[src/rtl/bnsd_pkg.sv]
// ----------------------------------------------------------------------------
// bnsd_pkg
// Shared types, codes and helpers for the base-N symbol decoder.
// ----------------------------------------------------------------------------
package bnsd_pkg;

  localparam int CHAR_W  = 8;
  localparam int BLK_W   = 56;
  localparam int NBYTE_W = 3;
  localparam int TOTAL_W = 24;

  localparam logic [TOTAL_W-1:0] TOTAL_MAX = 24'hFF_FFFF;

  localparam logic [1:0] CMD_CLEAR  = 2'd0;
  localparam logic [1:0] CMD_APPEND = 2'd1;
  localparam logic [1:0] CMD_DECODE = 2'd2;

  localparam logic [1:0] ST_OK         = 2'd0;
  localparam logic [1:0] ST_BAD_SYMBOL = 2'd1;
  localparam logic [1:0] ST_BAD_PAD    = 2'd2;

  localparam logic REG_SYMBOL_BITS = 1'b0;
  localparam logic REG_PAD_CHAR    = 1'b1;

  typedef struct packed {
    logic [BLK_W-1:0]   blk;     // bytes left-aligned, MSB first
    logic [NBYTE_W-1:0] nbytes;  // 1..7
    logic [1:0]         status;
    logic [TOTAL_W-1:0] total;   // total shown with the first byte
  } emit_req_t;

  function automatic logic [3:0] eff_bits(input logic [3:0] sb);
    logic [3:0] b;
    b = sb;
    if (sb == 4'd0) b = 4'd1;
    else if (sb > 4'd8) b = 4'd8;
    return b;
  endfunction

  function automatic logic [5:0] block_bits(input logic [3:0] b);
    logic [5:0] bb;
    case (b)
      4'd3, 4'd6: bb = 6'd24;
      4'd5:       bb = 6'd40;
      4'd7:       bb = 6'd56;
      default:    bb = 6'd8;
    endcase
    return bb;
  endfunction

  function automatic logic [3:0] syms_per_block(input logic [3:0] b);
    logic [3:0] n;
    case (b)
      4'd2, 4'd6: n = 4'd4;
      4'd4:       n = 4'd2;
      4'd8:       n = 4'd1;
      default:    n = 4'd8;
    endcase
    return n;
  endfunction

endpackage

[src/rtl/bnsd_emitter.sv]
// ----------------------------------------------------------------------------
// bnsd_emitter
// Output register that serializes each decoded block request into its bytes.
// ----------------------------------------------------------------------------
module bnsd_emitter (
  input  logic                         clk,
  input  logic                         rst_n,
  input  logic                         req_valid,
  input  bnsd_pkg::emit_req_t          req,
  output logic                         req_ready,
  output logic                         out_valid,
  input  logic                         out_stall,
  output logic [7:0]                   out_data_byte,
  output logic [1:0]                   out_status,
  output logic                         out_last,
  output logic [bnsd_pkg::TOTAL_W-1:0] out_total_bytes
);
  import bnsd_pkg::*;

  logic                 valid_r;
  logic [BLK_W-1:0]     blk_r;
  logic [NBYTE_W-1:0]   left_r;
  logic [7:0]           data_r;
  logic [1:0]           status_r;
  logic                 last_r;
  logic [TOTAL_W-1:0]   total_r;
  logic                 take;
  logic [TOTAL_W-1:0]   total_inc;

  assign take      = valid_r && !out_stall;
  assign req_ready = !valid_r || (take && left_r == '0);
  assign total_inc = (total_r == TOTAL_MAX) ? TOTAL_MAX : total_r + 1'b1;

  always_ff @(posedge clk) begin
    if (!rst_n) begin
      valid_r <= 1'b0;
      left_r  <= '0;
    end else if (req_valid && req_ready) begin
      valid_r  <= 1'b1;
      data_r   <= req.blk[BLK_W-1 -: 8];
      blk_r    <= req.blk << 8;
      left_r   <= req.nbytes - 1'b1;
      last_r   <= (req.nbytes == NBYTE_W'(1));
      status_r <= req.status;
      total_r  <= req.total;
    end else if (take) begin
      if (left_r != '0) begin
        data_r  <= blk_r[BLK_W-1 -: 8];
        blk_r   <= blk_r << 8;
        left_r  <= left_r - 1'b1;
        last_r  <= (left_r == NBYTE_W'(1));
        total_r <= total_inc;
      end else begin
        valid_r <= 1'b0;
      end
    end
  end

  assign out_valid       = valid_r;
  assign out_data_byte   = data_r;
  assign out_status      = status_r;
  assign out_last        = last_r;
  assign out_total_bytes = total_r;

endmodule

[src/rtl/base_n_symbol_decoder_top.sv]
// ----------------------------------------------------------------------------
// base_n_symbol_decoder_top
// Base-N text decoder with a loadable alphabet held in a reverse-map memory.
// ----------------------------------------------------------------------------
// The first result of a request is registered in stage 1, then in the emitter.
// Throughput: one request and one block byte per cycle, each unless stalled.
// A block's bytes never outnumber its symbols, so the byte serializer sets the
// rate only while the output side stalls.
// Reset: synchronous; map valid bits live in flops and all clear together,
// so there is no clearing pass. Registers return to 6 bits and pad '='.
module base_n_symbol_decoder_top #(
  parameter int ALPHABET_DEPTH = 256
) (
  input  logic                         clk,
  input  logic                         rst_n,
  input  logic                         in_valid,
  output logic                         in_stall,
  input  logic [1:0]                   in_command,
  input  logic [7:0]                   in_code_char,
  output logic                         out_valid,
  input  logic                         out_stall,
  output logic [7:0]                   out_data_byte,
  output logic [1:0]                   out_status,
  output logic                         out_last,
  output logic [bnsd_pkg::TOTAL_W-1:0] out_total_bytes,
  input  logic                         cfg_valid,
  output logic                         cfg_ready,
  input  logic                         cfg_index,
  input  logic [7:0]                   cfg_data
);
  import bnsd_pkg::*;

  localparam int POS_W = $clog2(ALPHABET_DEPTH + 1);
  localparam int MAP_N = 1 << CHAR_W;

  // configuration
  logic [3:0]        sym_bits_r;
  logic [CHAR_W-1:0] pad_char_r;

  assign cfg_ready = 1'b1;

  always_ff @(posedge clk) begin
    if (!rst_n) begin
      sym_bits_r <= 4'd6;
      pad_char_r <= 8'd61;
    end else if (cfg_valid) begin
      case (cfg_index)
        REG_SYMBOL_BITS: sym_bits_r <= cfg_data[3:0];
        REG_PAD_CHAR:    pad_char_r <= cfg_data;
        default:         ;
      endcase
    end
  end

  // stage 0: reverse map
  logic [MAP_N-1:0]  map_valid_r;
  logic [CHAR_W-1:0] map_mem [MAP_N];
  logic [CHAR_W-1:0] rd_data_r;
  logic [POS_W-1:0]  next_pos_r;
  logic              in_acc;
  logic              append_ok;
  logic              map_we;

  assign in_acc    = in_valid && !in_stall;
  assign append_ok = in_acc && (in_command == CMD_APPEND) && (in_code_char != '0) &&
                     (next_pos_r < POS_W'(ALPHABET_DEPTH));
  assign map_we    = append_ok && !map_valid_r[in_code_char];

  always_ff @(posedge clk) begin
    if (map_we) map_mem[in_code_char] <= CHAR_W'(next_pos_r);
    if (in_acc) rd_data_r <= map_mem[in_code_char];
  end

  always_ff @(posedge clk) begin
    if (!rst_n) begin
      map_valid_r <= '0;
      next_pos_r  <= '0;
    end else if (in_acc && in_command == CMD_CLEAR) begin
      map_valid_r <= '0;
      next_pos_r  <= '0;
    end else if (append_ok) begin
      if (map_we) map_valid_r[in_code_char] <= 1'b1;
      next_pos_r <= next_pos_r + 1'b1;
    end
  end

  // stage 1: block assembly
  logic              s1_valid_r;
  logic [1:0]        s1_cmd_r;
  logic [CHAR_W-1:0] s1_char_r;
  logic              s1_hit_r;

  logic [BLK_W-1:0]   blk_r;
  logic [3:0]         syms_r;
  logic [3:0]         pads_r;
  logic               err_r;
  logic [TOTAL_W-1:0] total_r;

  logic [3:0]         b;
  logic [5:0]         bb;
  logic [3:0]         spb;
  logic [CHAR_W-1:0]  sym_val;
  logic               is_pad;
  logic               is_bad;
  logic [BLK_W-1:0]   blk_new;
  logic [3:0]         syms_new;
  logic [3:0]         pads_new;
  logic               done;
  logic [7:0]         pad_bits;
  logic [NBYTE_W-1:0] nbytes;
  logic               dec_act;
  logic               need_emit;
  logic               s1_blocked;
  logic               s1_go;
  logic [TOTAL_W:0]   total_sum;
  logic [TOTAL_W-1:0] total_add;
  logic [TOTAL_W-1:0] total_one;
  logic [BLK_W-1:0]   blk_aligned;
  emit_req_t          emit_req;
  logic               emit_ready;

  always_comb begin
    b        = eff_bits(sym_bits_r);
    bb       = block_bits(b);
    spb      = syms_per_block(b);
    sym_val  = rd_data_r & CHAR_W'((9'd1 << b) - 9'd1);
    is_pad   = (s1_char_r == pad_char_r);
    is_bad   = !is_pad && ((s1_char_r == '0) || !s1_hit_r);
    blk_new  = (blk_r << b) | (is_pad ? '0 : BLK_W'(sym_val));
    syms_new = syms_r + 1'b1;
    pads_new = pads_r + 4'(is_pad);
    done     = (syms_new >= spb);
    pad_bits = 8'(pads_new) * 8'(b);
    nbytes   = (pad_bits >= {2'b00, bb}) ? '0 : NBYTE_W'(({2'b00, bb} - pad_bits) >> 3);

    case (bb)
      6'd8:    blk_aligned = blk_new << 48;
      6'd24:   blk_aligned = blk_new << 32;
      6'd40:   blk_aligned = blk_new << 16;
      default: blk_aligned = blk_new;
    endcase

    total_sum = {1'b0, total_r} + (TOTAL_W + 1)'(nbytes);
    total_add = (total_sum > {1'b0, TOTAL_MAX}) ? TOTAL_MAX : total_sum[TOTAL_W-1:0];
    total_one = (total_r == TOTAL_MAX) ? TOTAL_MAX : total_r + 1'b1;

    dec_act    = s1_valid_r && (s1_cmd_r == CMD_DECODE) && !err_r;
    need_emit  = dec_act && (is_bad || done);
    s1_blocked = need_emit && !emit_ready;
    s1_go      = s1_valid_r && !s1_blocked;

    emit_req.blk    = '0;
    emit_req.nbytes = NBYTE_W'(1);
    emit_req.total  = total_r;
    if (is_bad) begin
      emit_req.status = ST_BAD_SYMBOL;
    end else if (nbytes == '0) begin
      emit_req.status = ST_BAD_PAD;
    end else begin
      emit_req.status = ST_OK;
      emit_req.blk    = blk_aligned;
      emit_req.nbytes = nbytes;
      emit_req.total  = total_one;
    end
  end

  assign in_stall = s1_valid_r && s1_blocked;

  always_ff @(posedge clk) begin
    if (!rst_n) begin
      s1_valid_r <= 1'b0;
    end else if (in_acc) begin
      s1_valid_r <= 1'b1;
    end else if (s1_go) begin
      s1_valid_r <= 1'b0;
    end
    if (in_acc) begin
      s1_cmd_r  <= in_command;
      s1_char_r <= in_code_char;
      s1_hit_r  <= map_valid_r[in_code_char];
    end
  end

  always_ff @(posedge clk) begin
    if (!rst_n) begin
      blk_r   <= '0;
      syms_r  <= '0;
      pads_r  <= '0;
      err_r   <= 1'b0;
      total_r <= '0;
    end else if (s1_go && s1_cmd_r == CMD_CLEAR) begin
      blk_r   <= '0;
      syms_r  <= '0;
      pads_r  <= '0;
      err_r   <= 1'b0;
      total_r <= '0;
    end else if (s1_go && dec_act) begin
      if (is_bad) begin
        err_r <= 1'b1;
      end else if (done) begin
        blk_r  <= '0;
        syms_r <= '0;
        pads_r <= '0;
        if (nbytes == '0) err_r <= 1'b1;
        else total_r <= total_add;
      end else begin
        blk_r  <= blk_new;
        syms_r <= syms_new;
        pads_r <= pads_new;
      end
    end
  end

  bnsd_emitter u_emitter (
    .clk             (clk),
    .rst_n           (rst_n),
    .req_valid       (s1_go && need_emit),
    .req             (emit_req),
    .req_ready       (emit_ready),
    .out_valid       (out_valid),
    .out_stall       (out_stall),
    .out_data_byte   (out_data_byte),
    .out_status      (out_status),
    .out_last        (out_last),
    .out_total_bytes (out_total_bytes)
  );

endmodule

[config.mk]
export PLATFORM = sky130hd
export DESIGN_NAME = base_n_symbol_decoder_top
export DESIGN_NICKNAME = d
export VERILOG_FILES = /design/src/rtl/bnsd_pkg.sv /design/src/rtl/bnsd_emitter.sv /design/src/rtl/base_n_symbol_decoder_top.sv
export SDC_FILE = /design/constraint.sdc
export NUM_CORES = 2
export LEC_CHECK = 0
export BUFFER_PORTS_ARGS = -buffer_cell sky130_fd_sc_hd__buf_2
export CAP_MARGIN = 20
export CORE_ASPECT_RATIO = 0.8
export CORE_UTILIZATION = 25
export DETAILED_ROUTE_END_ITERATION = 10
export PLACE_DENSITY = 0.39
export SETUP_SLACK_MARGIN = 0.3
export SLEW_MARGIN = 20
export SYNTH_ARGS = -nofsm -noshare
export SYNTH_HDL_FRONTEND = slang
export SYNTH_SLANG_ARGS = --single-unit
[constraint.sdc]
create_clock -name clk -period 6.9 [get_ports clk]
set_input_delay 0.345 -clock clk [delete_from_list [all_inputs] [get_ports clk]]
set_output_delay 0.345 -clock clk [all_outputs]
set_load 0.1 [all_outputs]
==> results.json <==
{
  "status": "complete, no violations",
  "place.port_buffers": 60,
  "tightest_slew_ns": 1.28,
  "cp.required_ns": 7.61,
  "first_global_vias": 57212,
  "globalRoute.totalOverflow": 0,
  "clk_latency_ns": 0.88,
  "global_route_wire_length_before_repair_mm": 462,
  "routed_wirelength_mm": 329,
  "cp.arrival_ns": 6.98,
  "finClkSkew_ns": 0.0611,
  "finalSetupViolCount": 0,
  "syn_inst": 5684,
  "timing.hold.worst.class": "in -> reg",
  "path_max_fanout": 5,
  "design.core.area_sq_mm": 0.406,
  "final.period_utilization_pct": 90.9,
  "yosysSeqAreaShare_pct": 70.3,
  "critical_path.startpoint_type": "flop",
  "start_util_pct": 25.2,
  "finalWorstPathRequiredPeriod_ns": 6.27,
  "worst_slew_margin_rel_pct": 13.8,
  "grt_antenna_before_repair": 26,
  "asyncSetResetFlopFracSynth_pct": 0,
  "ant_nets": 0,
  "pwr_density_cell_mw_per_mm2": 268,
  "synthFlopType": "sky130_fd_sc_hd__edfxtp_1",
  "timing.max_cap.violations": 0,
  "area.growth.synth_to_final_pct": 18.4,
  "die_area_sq_mm": 0.412,
  "floorplan_die_height_microns": 574,
  "timing.setup.tns_ns": 0,
  "finalCoreUtilization_pct": 29.8,
  "drt_first_iter_violations": 4956,
  "num_io_pins": 62,
  "htreeDepth": 5,
  "grtUsageTotal_pct": 15.6,
  "tritoncts": "yes",
  "vias": 56394,
  "synth_area_sq_mm": 0.102,
  "layout.cells.most_common": "sky130_fd_sc_hd__edfxtp_1",
  "ratio_of_cells_with_drive_above_1_in_the_final_layout_pct": 28.1,
  "die_width_microns": 717,
  "syn-mean-instance-area_sq_um": 18.0,
  "dp.final_hpwl_mm": 211,
  "drt-vias-per-instance": 4.84,
  "synth_cell_types": 83,
  "drc": 0,
  "cts_root_buf": "sky130_fd_sc_hd__clkbuf_16",
  "fillerInstances": 40012,
  "ys_ff_latch": 2521,
  "footprint_of_the_multi_input_gates_sq_mm": 0.0297,
  "critPathKind": "reg -> reg",
  "final_hold_violation_count": 0,
  "clock_sink_count": 2521,
  "finalWeightedCongestion": 0.802,
  "final_cell_mix": "sky130_fd_sc_hd__edfxtp_1, sky130_fd_sc_hd__mux4_2, sky130_fd_sc_hd__buf_4",
  "vdd.ir_drop.worst_v": 0.000192,
  "post_synth_edffs": 2150,
  "final_nets": 6111,
  "synth-warning-count": 0,
  "routed_wire_length_per_instance_microns": 28.3,
  "max_clock_freq_mhz": 159,
  "cts.clk_slew.worst_paths_ns": 0.06,
  "first_pass_iters": 6,
  "maximum_number_of_pins_on_one_net_before_global_route_repair": 179,
  "power.leakage_nw": 34.5,
  "cts_inserted_buffers": 281,
  "ff_latch_area_sq_mm": 0.0720,
  "critPathCaptureType": "flop",
  "grt_setup_unrepaired": "no",
  "slew_violations": 0,
  "rows": 209,
  "clock_path_buffers": 4
}
==> timing repair <==
action,in CTS,in global routing
cloned,0,1
hold buffers,13,0
resized for setup,1,31
endpoints found under the setup margin,2,55
hold endpoints to repair,19,0
setup buffers,1,2
pin swaps,1,7
==> cells in the mapped netlist (83+ instances only) <==
library cell / instances / area, sq um
sky130_fd_sc_hd__edfxtp_1: 2150 / 64600
sky130_fd_sc_hd__mux4_2: 672 / 15100
sky130_fd_sc_hd__dfxtp_1: 371 / 7430
sky130_fd_sc_hd__nand2_1: 274 / 1030
sky130_fd_sc_hd__nor2_1: 272 / 1020
sky130_fd_sc_hd__clkbuf_1: 222 / 833
sky130_fd_sc_hd__mux2i_1: 191 / 1910
sky130_fd_sc_hd__o21ai_0: 167 / 836
sky130_fd_sc_hd__o21a_1: 164 / 1230
sky130_fd_sc_hd__a22oi_1: 145 / 1090
sky130_fd_sc_hd__nor4_1: 134 / 838
sky130_fd_sc_hd__a21oi_1: 83 / 415
sky130_fd_sc_hd__buf_2: 83 / 415
==> stage by stage <==
stage          instances  setup WS (ns)  hold WS, ns  cell area (sq um)  power (mW)
6_report           11644          0.627       0.0816             121000        32.4
5_1_grt            11642          0.291       0.0853             121000        33.4
4_1_cts            11637          0.302       0.0142             121000        32.9
3_5_place_dp       11128          0.345        0.434             112000        18.1
3_3_place_gp       11125          0.290        0.428             112000        18.1
2_1_floorplan       5692          0.323        0.417             102000        17.5
==> registers in the layout (all words and copies together), names as in the netlist, 2 cells and up <==
signal,cells
blk_r,56
map_mem,2048
map_valid_r,256
next_pos_r,9
pad_char_r,8
pads_r,4
rd_data_r,8
s1_char_r,8
s1_cmd_r,2
sym_bits_r,4
syms_r,4
total_r,24
u_emitter.blk_r,48
u_emitter.left_r,3
u_emitter.out_data_byte,8
u_emitter.out_status,2
u_emitter.out_total_bytes,24
==> report_power, final <==
group | switching (mW) | internal, mW | leakage (nW)
registers | 0.0282 | 16.4 | 19.7
clock network | 6.25 | 8.44 | 4.28
logic | 0.936 | 0.403 | 10.6
total | 7.22 | 25.2 | 34.5
==> final cells by class <==
cell class,instances,share of cell area (%)
Sequential cell,2521,59.5
Timing Repair Buffer,476,3.14
Clock buffer,370,6.32
Antenna cell,3,0.00620
Multi-Input combinational cell,2734,24.5
Inverter,35,0.108
Clock inverter,125,0.930
Tap cell,5380,5.56
==> worst max-delay path: stages, from the launching register on <==
cell                       delay [ns]
sky130_fd_sc_hd__edfxtp_1        0.40
sky130_fd_sc_hd__xor2_1          0.17
sky130_fd_sc_hd__nor4_2          0.29
sky130_fd_sc_hd__buf_4           0.16
sky130_fd_sc_hd__nand2_2         0.07
sky130_fd_sc_hd__inv_1           0.06
sky130_fd_sc_hd__ha_2            0.18
sky130_fd_sc_hd__ha_2            0.18
sky130_fd_sc_hd__xnor2_1         0.13
sky130_fd_sc_hd__nand2b_4        0.16
sky130_fd_sc_hd__fa_1            0.43
sky130_fd_sc_hd__fa_1            0.55
sky130_fd_sc_hd__inv_1           0.07
sky130_fd_sc_hd__fa_2            0.39
sky130_fd_sc_hd__xor2_2          0.16
sky130_fd_sc_hd__ha_1            0.31
sky130_fd_sc_hd__a21o_1          0.16
sky130_fd_sc_hd__a221o_1         0.34
sky130_fd_sc_hd__a41o_1          0.22
sky130_fd_sc_hd__o21ba_4         0.26
sky130_fd_sc_hd__and2_1          0.14
sky130_fd_sc_hd__ha_2            0.30
sky130_fd_sc_hd__and3_4          0.20
sky130_fd_sc_hd__o31a_4          0.37
sky130_fd_sc_hd__buf_4           0.16
sky130_fd_sc_hd__a31oi_2         0.20
sky130_fd_sc_hd__a311oi_2        0.06
==> routing by layer <==
metal | up-vias | part of all wire (%) | track usage (%)
met5 | - | 0.017 | 0
met4 | 8 | 2.0 | 3.18
met3 | 381 | 5.9 | 2.98
met2 | 1585 | 42 | 22.3
met1 | 30496 | 50 | 24.5
li1 | 23924 | - | -
==> cells by family after synthesis <==
family | Yosys count | synth area share (%)
fa+ha+maj | 38 | 0.494
mux | 875 | 16.9
xor+xnor | 72 | 0.616
compound gates | 763 | 5.13
buf+inv | 438 | 2.02
flops | 2521 | 70.3
simple gates | 975 | 4.54
other cells | 2 | 0.00734
==> path summary, 6_finish.rpt <==
check	start	to	slack, ns	depth (start not counted)
setup / recovery	s1_char_r[6]$_DFFE_PP_	total_r[11]$_SDFFE_PP0P_	0.63	26
hold / removal	cfg_valid	pad_char_r[1]$_SDFFE_PN0P_	0.08	4
setup reg to reg	s1_char_r[6]$_DFFE_PP_	total_r[11]$_SDFFE_PP0P_	0.63	26
hold reg to reg	map_valid_r[213]$_SDFFE_PP0P_	map_valid_r[213]$_SDFFE_PP0P_	0.45	2
Power figures use the tool's default switching activity.
